--- src/rtl/core/bcp_pkg.sv ---
// Package: shared types and constants for the bitstream code packer.
`timescale 1ns / 1ps

package bcp_pkg;

	localparam int ValueW  = 64;
	localparam int CountW  = 7;
	localparam int NumW    = 32;
	localparam int CapW    = 32;
	localparam int BitsW   = 35;
	localparam int LenW    = 7;
	localparam int ScanW   = 32;
	localparam int WidW    = 6;
	localparam int MaxBytes = 10;
	localparam int NbW     = 4;

	localparam logic [7:0]  LebDataMask = 8'h7F;
	localparam logic [7:0]  LebMoreBit  = 8'h80;
	localparam logic [31:0] SignedMin   = 32'h8000_0000;
	localparam logic [31:0] UegLimit    = 32'hFFFF_FFFF;

	typedef enum logic [2:0] {
		FN_RAW   = 3'd0,
		FN_UEG   = 3'd1,
		FN_SEG   = 3'd2,
		FN_NSYM  = 3'd3,
		FN_LEB   = 3'd4,
		FN_FLUSH = 3'd5
	} func_t;

	typedef enum logic [1:0] {
		STAT_OK     = 2'd0,
		STAT_NOROOM = 2'd1,
		STAT_BADVAL = 2'd2
	} status_t;

	typedef enum logic [3:0] {
		S_IDLE,
		S_DECODE,
		S_SCAN,
		S_NSYM_SEL,
		S_LEB_GRP,
		S_CHECK,
		S_SHIFT,
		S_SETTLE,
		S_EMIT
	} state_t;

	typedef struct packed {
		logic clr;
		logic bit_en;
		logic bit_val;
	} pk_ctrl_t;

	typedef struct packed {
		logic [BitsW-1:0] room;
		logic [NbW-1:0]   nbytes;
		logic [2:0]       offset;
		logic [7:0]       rd_byte;
	} pk_stat_t;

endpackage

--- src/rtl/core/bcp_msb_scan.sv ---
// Serial MSB search: finds the bit width of a word, one bit per cycle.
`timescale 1ns / 1ps

module bcp_msb_scan
	import bcp_pkg::*;
(
	input  logic             clk,
	input  logic             arst_n,
	input  logic             start,
	input  logic [ScanW-1:0] din,
	output logic             done,
	output logic [WidW-1:0]  width
);

	logic [ScanW-1:0] sh_q;
	logic [WidW-1:0]  w_q;
	logic             busy_q;

	assign done  = busy_q && (sh_q[ScanW-1] || (w_q == '0));
	assign width = w_q;

	always_ff @(posedge clk or negedge arst_n) begin
		if (!arst_n) begin
			busy_q <= 1'b0;
		end else if (start) begin
			busy_q <= 1'b1;
		end else if (done) begin
			busy_q <= 1'b0;
		end
	end

	always_ff @(posedge clk) begin
		if (start) begin
			sh_q <= din;
			w_q  <= WidW'(ScanW);
		end else if (busy_q && !done) begin
			sh_q <= {sh_q[ScanW-2:0], 1'b0};
			w_q  <= w_q - WidW'(1);
		end
	end

endmodule

--- src/rtl/core/bcp_bit_packer.sv ---
// Bit packer: partial byte, written-bit count, room and the per-request byte buffer.
`timescale 1ns / 1ps

module bcp_bit_packer
	import bcp_pkg::*;
(
	input  logic            clk,
	input  logic            arst_n,
	input  pk_ctrl_t        ctrl,
	input  logic [CapW-1:0] cap,
	input  logic [NbW-1:0]  rd_idx,
	output pk_stat_t        stat
);

	logic [6:0]       partial_q;
	logic [2:0]       offset_q;
	logic [BitsW-1:0] used_q;
	logic [BitsW-1:0] room_q;
	logic [NbW-1:0]   nbytes_q;
	logic [7:0]       buf_q [MaxBytes];
	logic [BitsW-1:0] cap_bits;
	logic [7:0]       acc;

	assign cap_bits = {cap, 3'b000};
	assign acc      = {partial_q, ctrl.bit_val};

	always_ff @(posedge clk or negedge arst_n) begin
		if (!arst_n) begin
			partial_q <= '0;
			offset_q  <= '0;
			used_q    <= '0;
			room_q    <= '0;
			nbytes_q  <= '0;
		end else begin
			room_q <= (cap_bits >= used_q) ? (cap_bits - used_q) : '0;
			if (ctrl.clr) begin
				nbytes_q <= '0;
			end else if (ctrl.bit_en && (offset_q == 3'd7) && (nbytes_q < NbW'(MaxBytes))) begin
				nbytes_q <= nbytes_q + NbW'(1);
			end
			if (ctrl.bit_en) begin
				used_q   <= used_q + BitsW'(1);
				offset_q <= offset_q + 3'd1;
				if (offset_q == 3'd7) begin
					partial_q <= '0;
				end else begin
					partial_q <= acc[6:0];
				end
			end
		end
	end

	always_ff @(posedge clk) begin
		if (ctrl.bit_en && (offset_q == 3'd7) && (nbytes_q < NbW'(MaxBytes))) begin
			buf_q[nbytes_q] <= acc;
		end
	end

	always_comb begin
		stat.room    = room_q;
		stat.nbytes  = nbytes_q;
		stat.offset  = offset_q;
		stat.rd_byte = (rd_idx < NbW'(MaxBytes)) ? buf_q[rd_idx] : '0;
	end

endmodule

--- src/rtl/core/bitstream_code_packer_unit.sv ---
// Top level: bitstream code packer (raw, exp-Golomb, non-symmetric, LEB128, flush).
`timescale 1ns / 1ps
//
// Input channel s_axis: one request per code; tuser carries the function, tdata the
// value, raw length and alphabet size. Output channel m_axis: one result per byte
// completed by the request, or a single status-only result when none completes;
// tlast marks the final result of a request. cfg_wr_en/cfg_wr_data load the buffer
// capacity in bytes; write it only while no request is in flight.
// One request is handled at a time. After acceptance the request passes a decode step;
// for exp-Golomb and non-symmetric codes a serial MSB search of a word 1 to 32 bits
// wide, plus a select step for the non-symmetric code; a room check; the written
// bits, shifted in one per cycle (none when refused); a settle step; then one
// result per cycle while m_axis_tready is high. Each LEB128 8-bit group has a
// setup step, a room check and its shifts (none when refused). A flush shifts in
// its pad bits with no room check.
// The next request is taken the cycle after the last result is accepted.
// Reset clears the partial byte, the bit count and the capacity (zero capacity refuses
// all but flush writes). A stalled receiver holds the current result; the block waits.
//

module bitstream_code_packer_unit
	import bcp_pkg::*;
(
	input  logic          clk,
	input  logic          arst_n,
	input  logic          cfg_wr_en,
	input  logic [31:0]   cfg_wr_data,      // capacity_bytes
	input  logic          s_axis_tvalid,
	output logic          s_axis_tready,
	input  logic [103:0]  s_axis_tdata,     // value[63:0], raw_len[70:64], alphabet_size[102:71]
	input  logic [2:0]    s_axis_tuser,     // func[2:0]
	output logic          m_axis_tvalid,
	input  logic          m_axis_tready,
	output logic [47:0]   m_axis_tdata,     // out_byte[7:0], status[9:8], bits_left[44:10]
	output logic          m_axis_tuser,     // byte_valid
	output logic          m_axis_tlast      // last
);

	state_t            state_q, state_d;
	logic [CapW-1:0]   cap_q;
	func_t             func_q;
	logic [ValueW-1:0] value_q;
	logic [CountW-1:0] count_q;
	logic [NumW-1:0]   nv_q;
	logic [ValueW-1:0] code_q, code_d;
	logic [LenW-1:0]   len_q, len_d;
	logic [1:0]        status_q, status_d;
	logic [ValueW-1:0] leb_q, leb_d;
	logic              more_q, more_d;
	logic [32:0]       short_q, short_d;
	logic [NbW-1:0]    rd_q, rd_d;

	pk_ctrl_t          pk_ctrl;
	pk_stat_t          pk_stat;
	logic              scan_start, scan_done;
	logic [ScanW-1:0]  scan_din;
	logic [WidW-1:0]   scan_w;

	logic              accept;
	logic [31:0]       s32, nabs;
	logic              ueg_bad, nsym_bad;
	logic [NbW-1:0]    nres;
	logic              is_last;
	logic [5:0]        bit_idx;
	logic [LenW-1:0]   len_m1;

	assign accept  = s_axis_tvalid && s_axis_tready;
	assign s32     = value_q[31:0];
	assign nabs    = ~s32 + 32'd1;
	assign ueg_bad = (value_q[63:32] != '0) || (value_q[31:0] == UegLimit);
	assign nsym_bad = (nv_q == '0) || (nv_q > SignedMin) || (value_q >= {32'd0, nv_q});
	assign nres    = (pk_stat.nbytes != '0) ? pk_stat.nbytes : NbW'(1);
	assign is_last = (rd_q == nres - NbW'(1));
	assign len_m1  = len_q - LenW'(1);
	assign bit_idx = len_m1[5:0];

	bcp_msb_scan u_scan (
		.clk    (clk),
		.arst_n (arst_n),
		.start  (scan_start),
		.din    (scan_din),
		.done   (scan_done),
		.width  (scan_w)
	);

	bcp_bit_packer u_pack (
		.clk    (clk),
		.arst_n (arst_n),
		.ctrl   (pk_ctrl),
		.cap    (cap_q),
		.rd_idx (rd_q),
		.stat   (pk_stat)
	);

	always_comb begin
		state_d    = state_q;
		code_d     = code_q;
		len_d      = len_q;
		status_d   = status_q;
		leb_d      = leb_q;
		more_d     = more_q;
		short_d    = short_q;
		rd_d       = rd_q;
		scan_start = 1'b0;
		scan_din   = value_q[31:0];
		pk_ctrl    = '0;
		s_axis_tready = 1'b0;
		m_axis_tvalid = 1'b0;

		unique case (state_q)
			S_IDLE: begin
				s_axis_tready = 1'b1;
				if (accept) begin
					pk_ctrl.clr = 1'b1;
					status_d    = STAT_OK;
					more_d      = 1'b0;
					state_d     = S_DECODE;
				end
			end
			S_DECODE: begin
				code_d = value_q;
				case (func_q)
					FN_RAW: begin
						len_d = count_q;
						if (count_q > CountW'(ValueW)) begin
							status_d = STAT_BADVAL;
							state_d  = S_SETTLE;
						end else if (count_q == '0) begin
							state_d = S_SETTLE;
						end else begin
							state_d = S_CHECK;
						end
					end
					FN_UEG: begin
						if (ueg_bad) begin
							status_d = STAT_BADVAL;
							state_d  = S_SETTLE;
						end else begin
							scan_din   = value_q[31:0] + 32'd1;
							code_d     = {32'd0, scan_din};
							scan_start = 1'b1;
							state_d    = S_SCAN;
						end
					end
					FN_SEG: begin
						if (s32 == SignedMin) begin
							status_d = STAT_BADVAL;
							state_d  = S_SETTLE;
						end else begin
							if (s32[31]) begin
								scan_din = {nabs[30:0], 1'b1};
							end else if (s32 == '0) begin
								scan_din = 32'd1;
							end else begin
								scan_din = {s32[30:0], 1'b0};
							end
							code_d     = {32'd0, scan_din};
							scan_start = 1'b1;
							state_d    = S_SCAN;
						end
					end
					FN_NSYM: begin
						if (nsym_bad) begin
							status_d = STAT_BADVAL;
							state_d  = S_SETTLE;
						end else if (nv_q == 32'd1) begin
							state_d = S_SETTLE;
						end else begin
							scan_din   = nv_q;
							scan_start = 1'b1;
							state_d    = S_SCAN;
						end
					end
					FN_LEB: begin
						leb_d   = value_q;
						state_d = S_LEB_GRP;
					end
					FN_FLUSH: begin
						code_d = '0;
						len_d  = LenW'(8) - LenW'(pk_stat.offset);
						if (pk_stat.offset != '0) begin
							state_d = S_SHIFT;
						end else begin
							state_d = S_SETTLE;
						end
					end
					default: begin
						status_d = STAT_BADVAL;
						state_d  = S_SETTLE;
					end
				endcase
			end
			S_SCAN: begin
				if (scan_done) begin
					if (func_q == FN_NSYM) begin
						short_d = (33'd1 << scan_w) - {1'b0, nv_q};
						state_d = S_NSYM_SEL;
					end else begin
						len_d   = {scan_w, 1'b0} - LenW'(1);
						state_d = S_CHECK;
					end
				end
			end
			S_NSYM_SEL: begin
				if (value_q[32:0] < short_q) begin
					code_d = value_q;
					len_d  = LenW'(scan_w) - LenW'(1);
				end else begin
					code_d = {31'd0, value_q[32:0] + short_q};
					len_d  = LenW'(scan_w);
				end
				state_d = S_CHECK;
			end
			S_LEB_GRP: begin
				more_d  = (leb_q[63:7] != '0);
				code_d  = {56'd0, (leb_q[7:0] & LebDataMask) | (more_d ? LebMoreBit : 8'h00)};
				len_d   = LenW'(8);
				leb_d   = {7'd0, leb_q[63:7]};
				state_d = S_CHECK;
			end
			S_CHECK: begin
				if (BitsW'(len_q) > pk_stat.room) begin
					status_d = STAT_NOROOM;
					state_d  = (func_q == FN_LEB && more_q) ? S_LEB_GRP : S_SETTLE;
				end else begin
					state_d = S_SHIFT;
				end
			end
			S_SHIFT: begin
				pk_ctrl.bit_en  = 1'b1;
				pk_ctrl.bit_val = code_q[bit_idx];
				len_d           = len_m1;
				if (len_q == LenW'(1)) begin
					state_d = (func_q == FN_LEB && more_q) ? S_LEB_GRP : S_SETTLE;
				end
			end
			S_SETTLE: begin
				rd_d    = '0;
				state_d = S_EMIT;
			end
			S_EMIT: begin
				m_axis_tvalid = 1'b1;
				if (m_axis_tready) begin
					if (is_last) begin
						state_d = S_IDLE;
					end else begin
						rd_d = rd_q + NbW'(1);
					end
				end
			end
			default: begin
				state_d = S_IDLE;
			end
		endcase
	end

	always_ff @(posedge clk or negedge arst_n) begin
		if (!arst_n) begin
			state_q <= S_IDLE;
			cap_q   <= '0;
			more_q  <= 1'b0;
			rd_q    <= '0;
		end else begin
			state_q <= state_d;
			more_q  <= more_d;
			rd_q    <= rd_d;
			if (cfg_wr_en) begin
				cap_q <= cfg_wr_data;
			end
		end
	end

	always_ff @(posedge clk) begin
		if (accept) begin
			func_q  <= func_t'(s_axis_tuser);
			value_q <= s_axis_tdata[63:0];
			count_q <= s_axis_tdata[70:64];
			nv_q    <= s_axis_tdata[102:71];
		end
		code_q   <= code_d;
		len_q    <= len_d;
		status_q <= status_d;
		leb_q    <= leb_d;
		short_q  <= short_d;
	end

	assign m_axis_tdata = {3'd0, pk_stat.room, status_q,
		(pk_stat.nbytes != '0) ? pk_stat.rd_byte : 8'h00};
	assign m_axis_tuser = (pk_stat.nbytes != '0);
	assign m_axis_tlast = is_last;

endmodule

--- config.mk ---
export PLATFORM = sky130hd
export DESIGN_NAME = bitstream_code_packer_unit
export DESIGN_NICKNAME = d
export VERILOG_FILES = /design/src/rtl/core/bcp_pkg.sv /design/src/rtl/core/bcp_msb_scan.sv /design/src/rtl/core/bcp_bit_packer.sv /design/src/rtl/core/bitstream_code_packer_unit.sv
export SDC_FILE = /design/constraint.sdc
export NUM_CORES = 1
export LEC_CHECK = 0
export ABC_AREA = 1
export BUFFER_PORTS_ARGS = -buffer_cell sky130_fd_sc_hd__buf_2
export CORE_MARGIN = 1
export CORE_UTILIZATION = 60
export CTS_CLUSTER_SIZE = 8
export DETAILED_ROUTE_END_ITERATION = 12
export PLACE_DENSITY = 0.88
export SLEW_MARGIN = 20
export SYNTH_ARGS = -nofsm -noshare
export SYNTH_HDL_FRONTEND = slang
export SYNTH_SLANG_ARGS = --single-unit
--- constraint.sdc ---
create_clock -name clk -period 6.9 [get_ports clk]
set_input_delay 0.69 -clock clk [delete_from_list [all_inputs] [get_ports clk]]
set_output_delay 0.69 -clock clk [all_outputs]
set_load 0.1 [all_outputs]
==> impl_metrics.tcl, run 1 <==
set metrics [dict create \
    clockBufferDepth 3 \
    async_flop_share 0.242 \
    ys_ff_latch 520 \
    drive_above_1_share 0.115 \
    root_buffer "clkbuf_16" \
    p_sw_mw 6.37 \
    cp_common_cell "nand2_1" \
    rrSetupSlack_ps 2610 \
    ys_warn_count 0 \
    critical_path.cell_chain "buf_4, ha_1, nand2_1, nor3_1, nand2_1, nor4_1, nand2_1, nand3_2, inv_2, a22oi_2, buf_4, nor2_1" \
    crit_slowest_cell "nand3_2" \
    die_x_um 238 \
    reg2reg_depth 12 \
    power_mw 14.4 \
    seq_power_share 0.346 \
    clk-insertion-delay-late_ps 650 \
    syn_to_final_growth_pct 11.4 \
    grt_setup_unrepaired "false" \
    synth_cells 4021 \
    hold_viol 0 \
    timing.rr.start "value_q[28]" \
    synth_common_cells "nand2_1, nor2_1, inv_1" \
    fin_setup_tns_ps 0 \
    grt_use_total 0.390 \
    clk_pin_slew_worst_paths_ps 50 \
    gp_congestion 1.05 \
    fin_crit_ps 4290 \
    synthFlopType "edfxtp_1" \
    combPwrFrac 0.409 \
    slew_headroom 0.301 \
    worst_pin_slew_ps 1050 \
    start_kind "register" \
    fin_skew_ps 37.1 \
    avgRoutedWirePerCell_um 22.4 \
    postCtsSetupBuffers 0 \
    rows 86 \
    num_vias 30223 \
    slew_violations 0 \
    yosysTopAreaCell "edfxtp_1" \
    grt_overflow_total 0 \
    die_h_um 238 \
    drc 0 \
    yosysSeqAreaShare 0.446 \
    grt_pass1_vias 28664 \
    synth_area_leaders "edfxtp_1, dfrtp_1, nand2_1, ha_1, nor2_1" \
    power_leakage_nw 16.2 \
    start_util 0.607 \
    ant_nets 0 \
    intPower_mw 7.99 \
    endpoint_kind "register" \
    max_freq_mhz 233 \
    cts_buffers 75 \
    dp_hpwl_um 81600 \
    powerDensity_nw_per_um2 385 \
    drt_iter0_markers 3939 \
    die_area_um2 56700 \
    max_cap_viol_count 0 \
    dr.pass1.iters 6 \
    grt_pass1_wl_um 166000 \
    numPortBuffers 191 \
    grt_max_degree 132 \
    core_area_um2 55100 \
    crit_path_max_incr_delay_ps 770 \
    ios 196 \
    syn_area_um2 33500 \
    vias_per_cell 6.07 \
    critical_path_required_ps 7270 \
    setup_ws_ps 2610 \
    yosys.cell_count.top_type "nand2_1" \
    synth.avg_cell_area_um2 8.32 \
    ctsHoldBuffers 0 \
    ir_worst_vdd_v 0.000386 \
    outcome "finished, final reports clean" \
    hold_path.class "in2async" \
    fillers 4430 \
    cp.arrival_ps 4660 \
    pre_cts_ws_ps 2760 \
    clkPwrFrac 0.246 \
    cts_tree "done" \
    antenna_found_initial 2 \
    htreeDepth 3 \
    synth-edff-count 388 \
    swShare 0.443 \
    yosysUniqueCellTypes 66 \
    yosysTopAreaCellShare 0.348 \
    post-route-period-util 0.621 \
    timing.rr.end "code_q[63]" \
    final_nets 4522 \
    wl_um 112000 \
    crit_type "reg2reg" \
    clock_sinks 520 \
    setup_viol_count_final 0 \
    cts_resized 0 \
    path_max_fanout 52 \
]
-- sequential cells by signal, summed over array words and instances, names as in the netlist, 2 cells and up --
register / flops
short_q: 33
status_q: 2
u_scan.width: 6
count_q: 7
code_q: 64
u_pack.used_q: 35
func_q: 3
leb_q: 64
len_q: 7
u_scan.sh_q: 32
u_pack.offset_q: 3
value_q: 64
u_pack.room_q: 35
rd_q: 4
u_pack.nbytes_q: 4
cap_q: 32
u_pack.buf_q: 80
nv_q: 32
state_q: 4
u_pack.partial_q: 7
-- routing by layer --
metal / routed length [µm] / up-vias / track usage
li1: - / 13824 / -
met5: 0 / - / 0
met2: 49700 / 1932 / 0.608
met3: 12600 / 366 / 0.0900
met1: 43600 / 14101 / 0.518
met4: 5790 / 0 / 0.180
-- power by group through the flow --
stage                     clock network, mW  logic, mW  registers (mW)
after floorplan                           0       4.03            4.88
after global placement                    0       5.46            4.95
after detailed placement                  0       5.59            4.97
after CTS                              3.54       5.67            4.94
after global routing                   3.66       6.25            5.01
final                                  3.53       5.87            4.96
-- stage by stage --
stage | area [µm²] | hold slack [ps] | cells | util
after floorplan | 33500 | 394 | 4023 | -
after global placement | 34900 | 454 | 4856 | 0.634
after detailed placement | 34900 | 458 | 4856 | 0.634
after CTS | 37200 | 199 | 4976 | 0.675
after global routing | 37200 | 171 | 4980 | 0.676
final | 37300 | 121 | 4982 | 0.676
-- cell usage in the layout, fill, tap and decap left out, drive strengths merged, types with 84 or more instances in the layout --
| cell type | netlist | layout |
|---|---|---|
| a21oi | 228 | 228 |
| nor3 | 84 | 84 |
| o21ai | 246 | 246 |
| inv | 489 | 491 |
| buf | 86 | 241 |
| edfxtp | 388 | 388 |
| nand3 | 232 | 232 |
| dfrtp | 126 | 126 |
| ha | 189 | 189 |
| xor2 | 137 | 137 |
| nand2 | 823 | 823 |
| clkbuf | 68 | 113 |
| nor2 | 550 | 550 |
-- layout make-up --
class	count	area (µm²)	area share
diodes	4	10.0	0.000269
clock buffers	113	2050	0.0550
clock inverters	7	190	0.00510
inverters	493	1860	0.0498
multi-input cells	2856	15900	0.427
flip-flops and latches	520	14900	0.401
well taps	748	936	0.0251
repair buffers	241	1390	0.0373
-- cell families (layout without fill, tap and decap cells) --
family,count (synthesis),in the layout,synth area share
other cells,1,7,0.000112
simple gates,1810,1810,0.234
compound gates,663,663,0.116
mux,32,32,0.0108
buf+inv,647,854,0.0808
xor+xnor,157,157,0.0411
fa+ha+maj,191,191,0.0719
flops,520,520,0.446
-- worst max-delay path by stage --
stage                startpoint         end  slack [ps]
detailed placement  value_q[28]  code_q[34]        2760
CTS                 value_q[28]  code_q[38]        2730
global route        value_q[28]  code_q[63]        2350
finish              value_q[28]  code_q[63]        2610
global placement    value_q[26]  code_q[37]        2880
floorplan            state_q[3]    leb_q[0]         780
-- critical path: cells and delay by family (launching register included) --
| kind | cells | cell delay, ps |
|---|---|---|
| simple gates | 7 | 2060 |
| buf+inv | 3 | 840 |
| fa+ha+maj | 1 | 470 |
| flops | 1 | 360 |
| compound gates | 1 | 240 |
No activity file was read; power rests on OpenSTA's default activity.
==> run 2, diff against run 1 <==
- clock period: 6.9 -> 3.95 ns (I/O delays scaled with it)
==> run 2 against run 1 <==
Design area rose by 4.0%. Largest cell class unchanged. Register-to-register slack got worse by 2400 ps. Sequential power rose by 76%. Clock power rose by 74%. Wire length rose by 5.4%. Combinational power rose by 79%. Final cell count rose by 3.0%. Highest routed layer is now met5.
==> impl_metrics.tcl, run 2 (synthesis results as in run 1) <==
set metrics [dict create \
    critical_path.cell_chain "ha_1, nand2_1, inv_1, o21ai_0, nand2_1, nor2_1, nand2_1, nand2_1, nand2_1, nor2_4, nand3_4, nand2_8, nand2_8, inv_4, nor2_1, nor2_1" \
    worst_pin_slew_ps 980 \
    whs_path_depth 2 \
    final_nets 4680 \
    start_util 0.607 \
    rrSetupSlack_ps 170 \
    cts_tree "done" \
    power_leakage_nw 16.9 \
    ios 196 \
    path_buf_inv 2 \
    reg2reg_depth 16 \
    dr.pass1.iters 8 \
    grt_max_degree 131 \
    antenna_found_initial 6 \
    fin_crit_ps 3780 \
    hold_path.class "in2reg" \
    die_x_um 238 \
    avgRoutedWirePerCell_um 22.9 \
    fin_setup_tns_ps 0 \
    numPortBuffers 191 \
    slew_headroom 0.342 \
    cts_buffers 75 \
    post-route-period-util 0.958 \
    layout_commonest_cell "nand2_1" \
    holdWs_ps 20.4 \
    core_area_um2 55100 \
    rows 86 \
    clock_sinks 520 \
    endpoint_kind "register" \
    clk_pin_slew_worst_paths_ps 60 \
    clockBufferDepth 3 \
    slew_violations 0 \
    powerDensity_nw_per_um2 655 \
    wl_um 118000 \
    drc 0 \
    critical_path_required_ps 4420 \
    ant_nets 0 \
    critPathTopFamily "simple AND/OR/NAND/NOR gates" \
    htreeDepth 3 \
    cp_common_cell "nand2_1" \
    largest-register "u_pack.buf_q" \
    setup_viol_count_final 0 \
    ir_worst_vdd_v 0.000725 \
    mostFrequentLayoutCells "nand2_1, nor2_1, inv_1" \
    num_vias 31269 \
    max_freq_mhz 264 \
    grt_setup_unrepaired "false" \
    fin_skew_ps 23.2 \
    root_buffer "clkbuf_16" \
    crit_path_max_incr_delay_ps 780 \
    crit_type "reg2reg" \
    hold_viol 0 \
    fillers 4168 \
    timing.rr.start "value_q[15]" \
    crit_slowest_cell "edfxtp_1" \
    max_cap_viol_count 0 \
    timing.rr.end "u_scan.sh_q[1]" \
    start_kind "register" \
    hold_end "cap_q[10]" \
    grt_pass1_vias 30067 \
    drt_iter0_markers 4327 \
    grt_pass1_wl_um 174000 \
    syn_to_final_growth_pct 15.8 \
    die_h_um 238 \
    clk-insertion-delay-late_ps 630 \
    path_max_fanout 35 \
    cp.arrival_ps 4260 \
    gp_congestion 1.04 \
    grt_use_total 0.408 \
    outcome "finished, final reports clean" \
    drive_above_1_share 0.117 \
    grt_overflow_total 0 \
    vias_per_cell 6.09 \
    largest_register_ffs 80 \
    die_area_um2 56700 \
    final_util 0.703 \
    hp-start "cfg_wr_data[10]" \
    dp_hpwl_um 83700 \
]
run 2: cell types whose count changed in the layout (fill, tap and decap cells not counted), moves of 5 or more:
cell           before  now
clkbuf_1           35   29
dlygate4sd3_1       0  129
buf_12              1    7
nor3_2             13    8
buf_4              47   72
nor3_1             70   75
run 2: power breakdown:
part	switching (mW)	internal, mW
Combinational	7.75	2.76
Sequential	0.958	7.76
Clock	2.49	3.65
run 2: per-layer routing:
layer / vias to the layer above / share of wire / wire [µm] / GRT usage
li1: 14113 / - / - / -
met1: 14576 / 0.37 / 43200 / 0.509
met2: 2060 / 0.45 / 52900 / 0.649
met3: 512 / 0.11 / 13200 / 0.0960
met4: 8 / 0.070 / 8190 / 0.240
met5: - / 0.00046 / 54 / 0
run 2: layout make-up:
class | instances | area, µm² | area share
diodes | 3 | 7.51 | 0.000194
clock buffers | 107 | 2050 | 0.0529
multi-input cells | 2856 | 15900 | 0.410
well taps | 748 | 936 | 0.0242
repair buffers | 399 | 2930 | 0.0758
flip-flops and latches | 520 | 14900 | 0.385
inverters | 493 | 1860 | 0.0479
clock inverters | 6 | 143 | 0.00368
run 2: worst max-delay path by stage:
| stage | slack, ps | endpoint | start | cells past startpoint |
|---|---|---|---|---|
| 6_report | 170 | u_scan.sh_q[1] | value_q[15] | 16 |
| 5_1_grt | 80 | short_q[18] | u_scan.width[0] | 14 |
| 4_1_cts | 150 | m_axis_tdata[0] | rd_q[0] | 8 |
| 3_5_place_dp | 370 | u_scan.sh_q[3] | value_q[14] | 16 |
| 3_3_place_gp | 410 | short_q[18] | u_scan.width[0] | 14 |
| 2_1_floorplan | 20 | more_q | state_q[3] | 6 |
run 2: per-stage QoR:
stage                     setup slack (ps)  total power [mW]  cells  cell area [µm²]
after global placement                 410              18.3   4884            35200
after detailed placement               372              18.6   4884            35200
after CTS                              154              24.8   5126            38700
after global routing                  77.7              26.3   5131            38700
final                                  166              25.4   5132            38700
after floorplan                       18.6              15.5   4023            33500
run 2: repair_timing:
action | CTS | global route
resized for setup | 0 | 1
hold buffers | 129 | 0
endpoints found under the setup margin | 0 | 2
endpoints found under the hold margin | 193 | 0
setup buffers | 0 | 3
run 2: worst register-to-register path: stages (launching register included):
cell and delay (ps):
edfxtp_1 780, ha_1 380, nand2_1 90, inv_1 60
o21ai_0 100, nand2_1 90, nor2_1 230, nand2_1 140
nand2_1 80, nand2_1 90, nor2_4 290, nand3_4 310
nand2_8 250, nand2_8 150, inv_4 360, nor2_1 90
nor2_1 140
